$ cat src/sv/vsrt_pkg.sv
// Shared types, constants and address helpers of the video scroll register timing core.
package vsrt_pkg;

	localparam logic [8:0] VISIBLE_DOTS = 9'd256;
	localparam logic [8:0] LINE_END_DOT = 9'd340;
	localparam logic [8:0] VISIBLE_LINES = 9'd240;
	localparam logic [8:0] FRAME_END_LINE = 9'd261;
	localparam logic [8:0] VCOPY_FIRST_DOT = 9'd280;
	localparam logic [8:0] VCOPY_LAST_DOT = 9'd304;

	localparam logic [14:0] HCOPY_MASK = 15'h041f;
	localparam logic [14:0] VCOPY_MASK = 15'h7be0;
	localparam logic [14:0] PALETTE_BASE = 15'h3f00;

	localparam logic [2:0] OP_TICK = 3'd0;
	localparam logic [2:0] OP_CTRL_WR = 3'd1;
	localparam logic [2:0] OP_MASK_WR = 3'd2;
	localparam logic [2:0] OP_STATUS_RD = 3'd3;
	localparam logic [2:0] OP_ADDR_WR = 3'd4;
	localparam logic [2:0] OP_DATA_RD = 3'd5;
	localparam logic [2:0] OP_DATA_WR = 3'd6;
	localparam logic [2:0] OP_SCROLL_WR = 3'd7;

	localparam logic [1:0] PH_PRE = 2'd0;
	localparam logic [1:0] PH_RENDER = 2'd1;
	localparam logic [1:0] PH_POST = 2'd2;
	localparam logic [1:0] PH_VBLANK = 2'd3;

	typedef struct packed {
		logic [2:0] opcode;
		logic [7:0] value;
		logic [7:0] bus_byte;
		logic       sprite_hit;
	} item_t;

	typedef struct packed {
		logic [14:0] cur_addr;
		logic [14:0] tmp_addr;
		logic [2:0]  fine_x;
		logic        first_write;
		logic [7:0]  read_buffer;
		logic        vblank_flag;
		logic        sprite_zero_flag;
		logic [4:0]  ctrl_bits;
		logic [3:0]  mask_bits;
		logic        even_frame;
		logic [1:0]  phase;
		logic [8:0]  dot;
		logic [8:0]  line;
	} state_t;

	typedef struct packed {
		logic [7:0]  read_data;
		logic [14:0] vram_address;
		logic        vram_read;
		logic        vram_write;
		logic [7:0]  vram_write_data;
		logic        irq_pulse;
		logic [8:0]  dot_now;
		logic [8:0]  line_now;
		logic [2:0]  fine_x_out;
		logic [6:0]  render_controls;
	} result_t;

	localparam state_t STATE_RESET = '{
		cur_addr: 15'd0, tmp_addr: 15'd0, fine_x: 3'd0, first_write: 1'b1,
		read_buffer: 8'd0, vblank_flag: 1'b0, sprite_zero_flag: 1'b0,
		ctrl_bits: 5'd0, mask_bits: 4'd3, even_frame: 1'b1, phase: PH_PRE,
		dot: 9'd0, line: 9'd0
	};

	function automatic logic [14:0] increment_y(input logic [14:0] a);
		logic [14:0] r;
		logic [4:0]  cy;
		r = a;
		if (a[14:12] != 3'b111) begin
			r[14:12] = a[14:12] + 3'd1;
		end else begin
			r[14:12] = 3'b000;
			cy = a[9:5];
			if (cy == 5'd29) begin
				cy = 5'd0;
				r[11] = ~a[11];
			end else if (cy == 5'd31) begin
				cy = 5'd0;
			end else begin
				cy = cy + 5'd1;
			end
			r[9:5] = cy;
		end
		return r;
	endfunction

	function automatic logic [14:0] copy_bits(input logic [14:0] a, input logic [14:0] t,
		input logic [14:0] m);
		return (a & ~m) | (t & m);
	endfunction

endpackage

$ cat src/sv/vsrt_step.sv
// Next-state and result logic for one register access or dot tick.
module vsrt_step (
	input  vsrt_pkg::item_t   item,
	input  vsrt_pkg::state_t  st,
	output vsrt_pkg::state_t  ns,
	output vsrt_pkg::result_t res
);
	import vsrt_pkg::*;

	logic        ren;
	logic [8:0]  x;
	logic [14:0] next_addr;
	logic [2:0]  fx_sum;
	logic        irq;

	always_comb begin
		ns = st;
		irq = 1'b0;
		res = '0;
		res.vram_address = st.cur_addr;
		ren = (st.mask_bits[1:0] == 2'b11);
		x = st.dot - 9'd1;
		fx_sum = st.fine_x + x[2:0];
		next_addr = st.cur_addr + (st.ctrl_bits[0] ? 15'd32 : 15'd1);
		case (item.opcode)
			OP_TICK: begin
				case (st.phase)
					PH_PRE: begin
						if (st.dot == 9'd1) begin
							ns.vblank_flag = 1'b0;
							ns.sprite_zero_flag = 1'b0;
						end else if (st.dot == VISIBLE_DOTS + 9'd2 && ren) begin
							ns.cur_addr = copy_bits(st.cur_addr, st.tmp_addr, HCOPY_MASK);
						end else if (st.dot > VCOPY_FIRST_DOT && st.dot <= VCOPY_LAST_DOT
							&& ren) begin
							ns.cur_addr = copy_bits(st.cur_addr, st.tmp_addr, VCOPY_MASK);
						end
						if (st.dot >= LINE_END_DOT - {8'd0, (!st.even_frame && ren)}) begin
							ns.phase = PH_RENDER;
							ns.dot = 9'd0;
							ns.line = 9'd0;
						end
					end
					PH_RENDER: begin
						if (st.dot > 9'd0 && st.dot <= VISIBLE_DOTS) begin
							if (st.mask_bits[0] && fx_sum == 3'd7) begin
								if (st.cur_addr[4:0] == 5'd31) begin
									ns.cur_addr[4:0] = 5'd0;
									ns.cur_addr[10] = ~st.cur_addr[10];
								end else begin
									ns.cur_addr = st.cur_addr + 15'd1;
								end
							end
							if (item.sprite_hit && ren
								&& (!st.mask_bits[2] || x >= 9'd8)
								&& (!st.mask_bits[3] || x >= 9'd8)) begin
								ns.sprite_zero_flag = 1'b1;
							end
						end else if (st.dot == VISIBLE_DOTS + 9'd1 && st.mask_bits[0]) begin
							ns.cur_addr = increment_y(st.cur_addr);
						end else if (st.dot == VISIBLE_DOTS + 9'd2 && ren) begin
							ns.cur_addr = copy_bits(st.cur_addr, st.tmp_addr, HCOPY_MASK);
						end
						if (st.dot >= LINE_END_DOT) begin
							ns.line = st.line + 9'd1;
							ns.dot = 9'd0;
						end
						if (ns.line >= VISIBLE_LINES) begin
							ns.phase = PH_POST;
						end
					end
					PH_POST: begin
						if (st.dot >= LINE_END_DOT) begin
							ns.line = st.line + 9'd1;
							ns.dot = 9'd0;
							ns.phase = PH_VBLANK;
						end
					end
					default: begin
						if (st.dot == 9'd1 && st.line == VISIBLE_LINES + 9'd1) begin
							ns.vblank_flag = 1'b1;
							irq = st.ctrl_bits[4];
						end
						if (st.dot >= LINE_END_DOT) begin
							ns.line = st.line + 9'd1;
							ns.dot = 9'd0;
						end
						if (ns.line >= FRAME_END_LINE) begin
							ns.phase = PH_PRE;
							ns.line = 9'd0;
							ns.even_frame = ~st.even_frame;
						end
					end
				endcase
				ns.dot = ns.dot + 9'd1;
			end
			OP_CTRL_WR: begin
				ns.ctrl_bits = {item.value[7], item.value[5], item.value[4],
					item.value[3], item.value[2]};
				ns.tmp_addr[11:10] = item.value[1:0];
			end
			OP_MASK_WR: begin
				ns.mask_bits = {~item.value[2], ~item.value[1], item.value[4], item.value[3]};
			end
			OP_STATUS_RD: begin
				res.read_data = {st.vblank_flag, st.sprite_zero_flag, 6'd0};
				ns.vblank_flag = 1'b0;
				ns.first_write = 1'b1;
			end
			OP_ADDR_WR: begin
				if (st.first_write) begin
					ns.tmp_addr = {1'b0, item.value[5:0], st.tmp_addr[7:0]};
					ns.first_write = 1'b0;
				end else begin
					ns.tmp_addr = {st.tmp_addr[14:8], item.value};
					ns.cur_addr = {st.tmp_addr[14:8], item.value};
					ns.first_write = 1'b1;
				end
			end
			OP_DATA_RD: begin
				res.vram_read = 1'b1;
				ns.cur_addr = next_addr;
				if (next_addr < PALETTE_BASE) begin
					res.read_data = st.read_buffer;
					ns.read_buffer = item.bus_byte;
				end else begin
					res.read_data = item.bus_byte;
				end
			end
			OP_DATA_WR: begin
				res.vram_write = 1'b1;
				res.vram_write_data = item.value;
				ns.cur_addr = next_addr;
			end
			OP_SCROLL_WR: begin
				if (st.first_write) begin
					ns.tmp_addr[4:0] = item.value[7:3];
					ns.fine_x = item.value[2:0];
					ns.first_write = 1'b0;
				end else begin
					ns.tmp_addr[14:12] = item.value[2:0];
					ns.tmp_addr[9:5] = item.value[7:3];
					ns.first_write = 1'b1;
				end
			end
			default: begin
				ns = st;
			end
		endcase
		res.irq_pulse = irq;
		res.dot_now = ns.dot;
		res.line_now = ns.line;
		res.fine_x_out = ns.fine_x;
		res.render_controls = {ns.ctrl_bits[3], ns.ctrl_bits[1], ns.ctrl_bits[2],
			ns.mask_bits};
	end

endmodule

$ cat src/sv/video_scroll_register_timing_core.sv
// Top level of the video scroll register timing core: input register, state and result register.
// Throughput: one item per clock unless out_ready stalls the result register; the state update
// runs in the cycle an item leaves the input register, so the scroll address and counter loop
// through the step logic sets the rate.
// Reset: arst_n clears both pipeline stages and loads the power-up scroll and timing state.
module video_scroll_register_timing_core (
	input  logic        clk,
	input  logic        arst_n,
	input  logic        in_valid,
	output logic        in_ready,
	input  logic [2:0]  opcode,
	input  logic [7:0]  value,
	input  logic [7:0]  bus_byte,
	input  logic        sprite_hit,
	output logic        out_valid,
	input  logic        out_ready,
	output logic [7:0]  read_data,
	output logic [14:0] vram_address,
	output logic        vram_read,
	output logic        vram_write,
	output logic [7:0]  vram_write_data,
	output logic        irq_pulse,
	output logic [8:0]  dot_now,
	output logic [8:0]  line_now,
	output logic [2:0]  fine_x_out,
	output logic [6:0]  render_controls
);
	import vsrt_pkg::*;

	item_t   item_s1;
	logic    valid_s1;
	result_t res_s2;
	logic    valid_s2;
	state_t  state_q;
	state_t  state_next;
	result_t res_next;
	logic    advance;

	assign advance = valid_s1 && (!valid_s2 || out_ready);
	assign in_ready = !valid_s1 || advance;

	always_ff @(posedge clk or negedge arst_n) begin
		if (!arst_n) begin
			valid_s1 <= 1'b0;
		end else if (in_ready) begin
			valid_s1 <= in_valid;
		end
	end

	always_ff @(posedge clk) begin
		if (in_ready && in_valid) begin
			item_s1 <= '{opcode: opcode, value: value, bus_byte: bus_byte,
				sprite_hit: sprite_hit};
		end
	end

	vsrt_step u_step (
		.item (item_s1),
		.st   (state_q),
		.ns   (state_next),
		.res  (res_next)
	);

	always_ff @(posedge clk or negedge arst_n) begin
		if (!arst_n) begin
			state_q <= STATE_RESET;
			valid_s2 <= 1'b0;
		end else begin
			if (advance) begin
				state_q <= state_next;
			end
			if (advance) begin
				valid_s2 <= 1'b1;
			end else if (out_ready) begin
				valid_s2 <= 1'b0;
			end
		end
	end

	always_ff @(posedge clk) begin
		if (advance) begin
			res_s2 <= res_next;
		end
	end

	assign out_valid = valid_s2;
	assign read_data = res_s2.read_data;
	assign vram_address = res_s2.vram_address;
	assign vram_read = res_s2.vram_read;
	assign vram_write = res_s2.vram_write;
	assign vram_write_data = res_s2.vram_write_data;
	assign irq_pulse = res_s2.irq_pulse;
	assign dot_now = res_s2.dot_now;
	assign line_now = res_s2.line_now;
	assign fine_x_out = res_s2.fine_x_out;
	assign render_controls = res_s2.render_controls;

	a_irq_only_on_tick: assert property (@(posedge clk) disable iff (!arst_n)
		valid_s2 && res_s2.irq_pulse |-> !res_s2.vram_read && !res_s2.vram_write
			&& res_s2.read_data == 8'd0)
		else $error("interrupt raised on a register access");

	a_one_vram_access: assert property (@(posedge clk) disable iff (!arst_n)
		valid_s2 |-> !(res_s2.vram_read && res_s2.vram_write))
		else $error("read and write strobes on the same item");

	a_counter_range: assert property (@(posedge clk) disable iff (!arst_n)
		state_q.dot <= LINE_END_DOT + 9'd1 && state_q.line <= FRAME_END_LINE)
		else $error("dot or scanline counter out of range");

	a_stage_holds: assert property (@(posedge clk) disable iff (!arst_n)
		valid_s1 && valid_s2 && !out_ready |=> valid_s1 && $stable(item_s1)
			&& $stable(state_q))
		else $error("input stage or state changed while the result was stalled");

endmodule

$ cat config.mk
export PLATFORM = sky130hd
export DESIGN_NAME = video_scroll_register_timing_core
export DESIGN_NICKNAME = d
export VERILOG_FILES = /design/src/sv/vsrt_pkg.sv /design/src/sv/vsrt_step.sv /design/src/sv/video_scroll_register_timing_core.sv
export SDC_FILE = /design/constraint.sdc
export NUM_CORES = 1
export LEC_CHECK = 0
export CAP_MARGIN = 20
export CORE_ASPECT_RATIO = 0.7
export CORE_MARGIN = 1
export CORE_UTILIZATION = 55
export DETAILED_ROUTE_END_ITERATION = 12
export DONT_BUFFER_PORTS = 1
export PLACE_DENSITY = 0.74
export RECOVER_POWER = 100
export SYNTH_ARGS = -nofsm -noshare
export SYNTH_HDL_FRONTEND = slang
export SYNTH_SLANG_ARGS = --single-unit
$ cat constraint.sdc
create_clock -name clk -period 7.4 [get_ports clk]
set_clock_uncertainty 0.15 [all_clocks]
set_input_delay 0.74 -clock clk [delete_from_list [all_inputs] [get_ports clk]]
set_output_delay 0.74 -clock clk [all_outputs]
set_load 0.005 [all_outputs]
**Yosys cells after proc, flatten, opt, wreduce, memory -nomap -nowiden**

Index checks and enable logic that the tools add are counted.

- Bits in registers: 158
- Input port bits: 24
- Logic and storage cells: 218

- Reductions and logical operators: 51
- Eq/ne operators: 43
- Magnitude comparators: 10
- $add $sub $neg: 9
- Muxes and demuxes: 59
- Bitwise operators: 10

Operators with widths:

| cell | number |
|---|---|
| 2-to-1 mux 15 bit | 9 |
| 2-to-1 mux 18 bit | 6 |
| 2-to-1 mux 20 bit | 3 |
| one-hot mux 20 bit (3 select lines) | 1 |
| one-hot mux 15 bit (3 select lines) | 1 |
| 2-to-1 mux 5 bit | 6 |
| one-hot mux 15 bit (2 select lines) | 1 |
| one-hot mux 10 bit (2 select lines) | 1 |
| adder 9 x 1 -> 9 bit (second input constant) | 2 |
| == test 9 bit (second input constant) | 2 |
| >= comparator 9 bit (second input constant) | 2 |
| <= comparator 9 bit (second input constant) | 2 |
| 2-to-1 mux 9 bit | 2 |
| AND reduction 9 bit | 2 |
| 2-to-1 mux 8 bit | 2 |
| one-hot mux 8 bit (2 select lines) | 1 |
| AND reduction 4 bit | 4 |
| adder 15 x 1 -> 15 bit (second input constant) | 1 |
| adder 15 bit | 1 |
| == test 3 bit (second input constant) | 5 |
| == test 5 bit (second input constant) | 3 |
| less-than comparator 15 x 14 -> 1 bit (second input constant) | 1 |
| != test 3 x 2 -> 1 bit (second input constant) | 5 |
| != test 5 x 4 -> 1 bit (second input constant) | 3 |
| other kinds (50) | 116 |

**Logic depth before layout (Yosys ltp)**

- Depth after elaboration: 10
- Depth in mapped cells: 13

**Modules after synthesis**

A second synthesis with hierarchy kept.

- Cells, all modules: 1029
- Area, all modules: 10518.8 um2

By module, submodules not included:

| module | cells each | area each (um2) | times used | sequential area each (um2) |
|---|---|---|---|---|
| video_scroll_register_timing_core | 247 | 5566.6 | 1 | 4369.2 |
| vsrt_step | 782 | 4952.2 | 1 | 0.0 |

**Worst setup path after synthesis**

OpenSTA, ideal clock, no wires.

- Path kind: input -> register
- From: input out_ready
- To: register res_s2, in the netlist dot_now[0], enable pin
- Library setup time: 0.450 ns
- Data arrival time: 3.299 ns
- Buffers on the path: 2
- Slack: 3.501 ns
- Stages: 5
- Cell sequence: nand2b_1 > nand2_1 > inv_1 > clkbuf_1 > buf_1

- Word-level cells in the longest chain between the ends: 2

RTL lines:

| item | line | text |
|---|---|---|
| start, declared | video_scroll_register_timing_core.sv:16 | `input logic out_ready,` |
| logical OR 1 bit | video_scroll_register_timing_core.sv:39 | `assign advance = valid_s1 && (!valid_s2 \|\| out_ready);` |
| logical AND 1 bit | video_scroll_register_timing_core.sv:39 |  |
| via advance | video_scroll_register_timing_core.sv:37 | `logic advance;` |
| end signal, assigned | video_scroll_register_timing_core.sv:82 | `res_s2 <= res_next;` |
| end, declared | video_scroll_register_timing_core.sv:32 | `result_t res_s2;` |

The timed path passes the listed nets, and every way through them passes these cells.
A chain may end at the register's enable or synchronous reset.

==> metrics.md <==
| Metric | Value |
|---|---|
| Dominant cells by area after synthesis | edfxtp_1, dfrtp_1, nand2_1 |
| Die Y-Extent | 109 um |
| Row count | 38 |
| Clk_lat worst skew | 440 ps |
| Full die area | 16,700 um^2 |
| PwrDens | 306 nW/um^2 |
| Slowest CP cell | clkinvlp_2 |
| Max Root-Sink Buffers | 2 |
| Ys async rst share | 48.1% |
| PortBufs | 0 |
| Top Usage Layer GRT | met1 |
| Post-synth top flop | edfxtp_1 |
| Slew Limit Fails | 88 |
| Most numerous cell in the Yosys netlist | nand2_1 |
| Post-Syn Area per Cell | 9.84 um^2 |
| Ports | 88 |
| Detailed Place HPWL | approximately 15 mm |
| H-Tree Depth | 4 |
| Hold crit path type | in -> reg |
| Crit-path cells | nand2b_1, nand2_1, clkbuf_1, clkinvlp_2, o211ai_1, a311oi_1, o41ai_1, o21ai_0 |
| Top cell type by total area after synthesis | edfxtp_1 |
| Tcrit/Tclk final | 63.5% |
| Mapped Nets | roughly 960 |
| M2 GR Usage | 36.3% |
| Post-cts sizing count | 0 |
| Clk slew on worst S/H paths | around 70 ps |
| Arrival @ worst endpoint | 4790 ps |
| Layout cell share with drive strength beyond 1 | 8.34% |
| WS Path Type | reg -> reg |
| DRC | 0 |
| Total track usage | 27.8% |
| Worst setup SP type | flip-flop |
| DR vias/cell | 6.47 |
| Endpoints failing setup | 0 |
| Largest net degree at the start of global routing | 77 |
| Achievable frequency | 213 MHz |
| Grt total ovfl | 0 |
| First-pass GRT wire length | 35.2 mm |
| Max rail drop VDD | approximately 0.20 mV |
| Actual slew at the worst max-slew pin | 4340 ps |
| Post-CTS Hold Buffers | 1 |
| Final Core Density | 60.5% |
| Largest fanout on the critical path | 28 |
| Syn Inst Count | 906 |
| Initial DRC count | 785 |
| TritonCTS buffer count | 17 |
| Post-synth EDFFs | 82 |
| Vias in the first global route | 6,342 |
| Final Hold Fails | 0 |
| RSZ-0062 raised after global routing | false |
| ANT nets after route | 0 |
| M3 GR Usage | 8.46% |
| Setup Fix Bufs, Post-CTS | 0 |
| Wirelength per Cell | 20.4 um |
| Worst slew margin | -189% |
| Post-synth design cell area | between 8000 and 9000 um^2 |
| Core area | 15,700 um^2 |
| Total of max-cap violations | 2 |
| Worst reg2reg setup slack | between 2000 and 3000 ps |
| Final GP Congestion | 0.919 |
| Via count | approximately 7,000 |
| Global-route met1 utilization | 42.9% |
| Initial Utilization | between 50% and 60% |
| Die X | 154 um |
| P&R area growth vs syn | 6.36% |
| Register area | 4370 um^2 |
| Pleak | 3.60 nW |
| Number of detailed-route iterations in the first pass | 6 |
| Count of cell types in the netlist | 85 |
| Setup TNS Final | 0 ps |
| Top cell type's share of synthesized area | 27.6% |
| Warnings from Yosys | 0 |
| Sequential area share after synthesis | 49.0% |
| Synth top cells by count | nand2_1, edfxtp_1, o21ai_0, dfrtp_1, nor2_1 |
| TritonCTS clock tree | built |
| Status | finished with violations |
| Antenna violations before repair | 0 |
| Critical Path End Type | flip-flop |
| CP Data Required Time | 7500 ps |
| Nets | between 900 and 1,000 |
| Multi-input combinational cell area | 4130 um^2 |
| FILL cells | 1,274 |
| Min Clock Period, post-route | 4700 ps |
| Clock Tree Root | clkbuf_16 |
| Total Routed Length | 22.1 mm |
| Crit-path max cell delay | ~1400 ps |
| Clock Sinks | 158 |
| ANT cells | 0 |
| Count of state elements after synthesis | around 160 |
| Failing checks | capacitance limit, slew limit |
## stage by stage
| stage | worst slack, ps | instances | hold slack, ps | area, um^2 | power, mW |
|---|---|---|---|---|---|
| global route | 2200 | 1087 | 224 | 9490 | 3.04 |
| finish | 2700 | 1087 | 242 | 9490 | 2.90 |
| global placement | 3910 | 1054 | 297 | 8950 | 1.98 |
| CTS | 3730 | 1087 | 60.9 | 9600 | 2.92 |
| detailed placement | 3730 | 1054 | 297 | 8950 | 2.00 |
| floorplan | 3500 | 906 | 270 | 8920 | 1.82 |
## power by group
part           leakage, nW  switching (mW)  internal, mW
registers             1.77           0.221          1.12
clock network        0.299           0.418         0.488
logic                 1.53           0.388         0.266
total                 3.60            1.03          1.88
## logic make-up after synthesis
logic type,synth area share [%]
adders and majority gates,3.59
and+or+nand+nor,19.4
AOI/OAI and AO/OA,18.6
DFF,49.0
xor gates and xnor gates,2.90
muxes,2.75
buffers and inverters,3.76
## registers in the layout (all words and copies together) (netlist names), 3 cells and up, named ones only
signal / flops
state_q: 59
render_controls: 7
fine_x_out: 3
line_now: 9
read_data: 8
vram_write_data: 8
item_s1: 20
dot_now: 9
vram_address: 15
## cell type report
cell class | instances | area share, %
flip-flops and latches | 158 | 46.1
multi-input cells | 670 | 43.6
clock buffers | 17 | 4.48
well taps | 200 | 2.64
clock inverters | 15 | 2.04
inverters | 21 | 0.844
repair buffers | 6 | 0.356
## critical path: cells and delay by family, from the launching register on
family / cells / cell delay [ps]
buffers and inverters: 2 / 2260
DFF: 1 / 390
and+or+nand+nor: 2 / 160
AOI/OAI and AO/OA: 4 / 1540
## layer usage
layer / part of all wire (%) / vias to the layer above
met3: 12 / 20
met5: 0 / -
li1: - / 3266
met4: 1.1 / 0
met2: 40 / 358
met1: 47 / 3392
## final timing paths
kind	startpoint	to	cells past startpoint
worst max-delay path	out_valid	flip-flop	8
worst max register to register	out_valid	flip-flop	8
max in group asynchronous	arst_n	state_q[10]	1
min in group asynchronous	arst_n	state_q[8]	1
worst min-delay path	bus_byte[5]	item_s1[6]	0
worst min register to register	valid_s1	out_valid	1
## cells in the final DEF, fill, tap and decap left out, drive strengths merged, types with 4 or more instances in the layout
master | netlist | final
o41ai | 5 | 5
nand2 | 127 | 127
dfstp | 4 | 4
nor3 | 17 | 17
a22oi | 9 | 9
ha | 24 | 24
o211ai | 6 | 6
and3 | 22 | 22
and2 | 15 | 15
a41oi | 4 | 4
xnor2 | 15 | 15
a221oi | 10 | 10
a31oi | 10 | 10
o31ai | 5 | 5
o22ai | 7 | 7
nand3b | 4 | 4
a211oi | 4 | 4
nor3b | 6 | 6
clkinv | 0 | 6
a22o | 4 | 4
nand3 | 34 | 34
dfrtp | 72 | 72
xor2 | 12 | 12
nand4 | 13 | 13
nor2 | 70 | 70
mux2 | 20 | 20
clkbuf | 39 | 20
or3 | 5 | 5
a21o | 8 | 8
edfxtp | 82 | 82
o21ai | 96 | 96
nor2b | 6 | 6
inv | 21 | 27
nor4 | 6 | 6
a21oi | 49 | 49
nand2b | 13 | 13
a211o | 4 | 4
(Power assumes the default switching activity.)
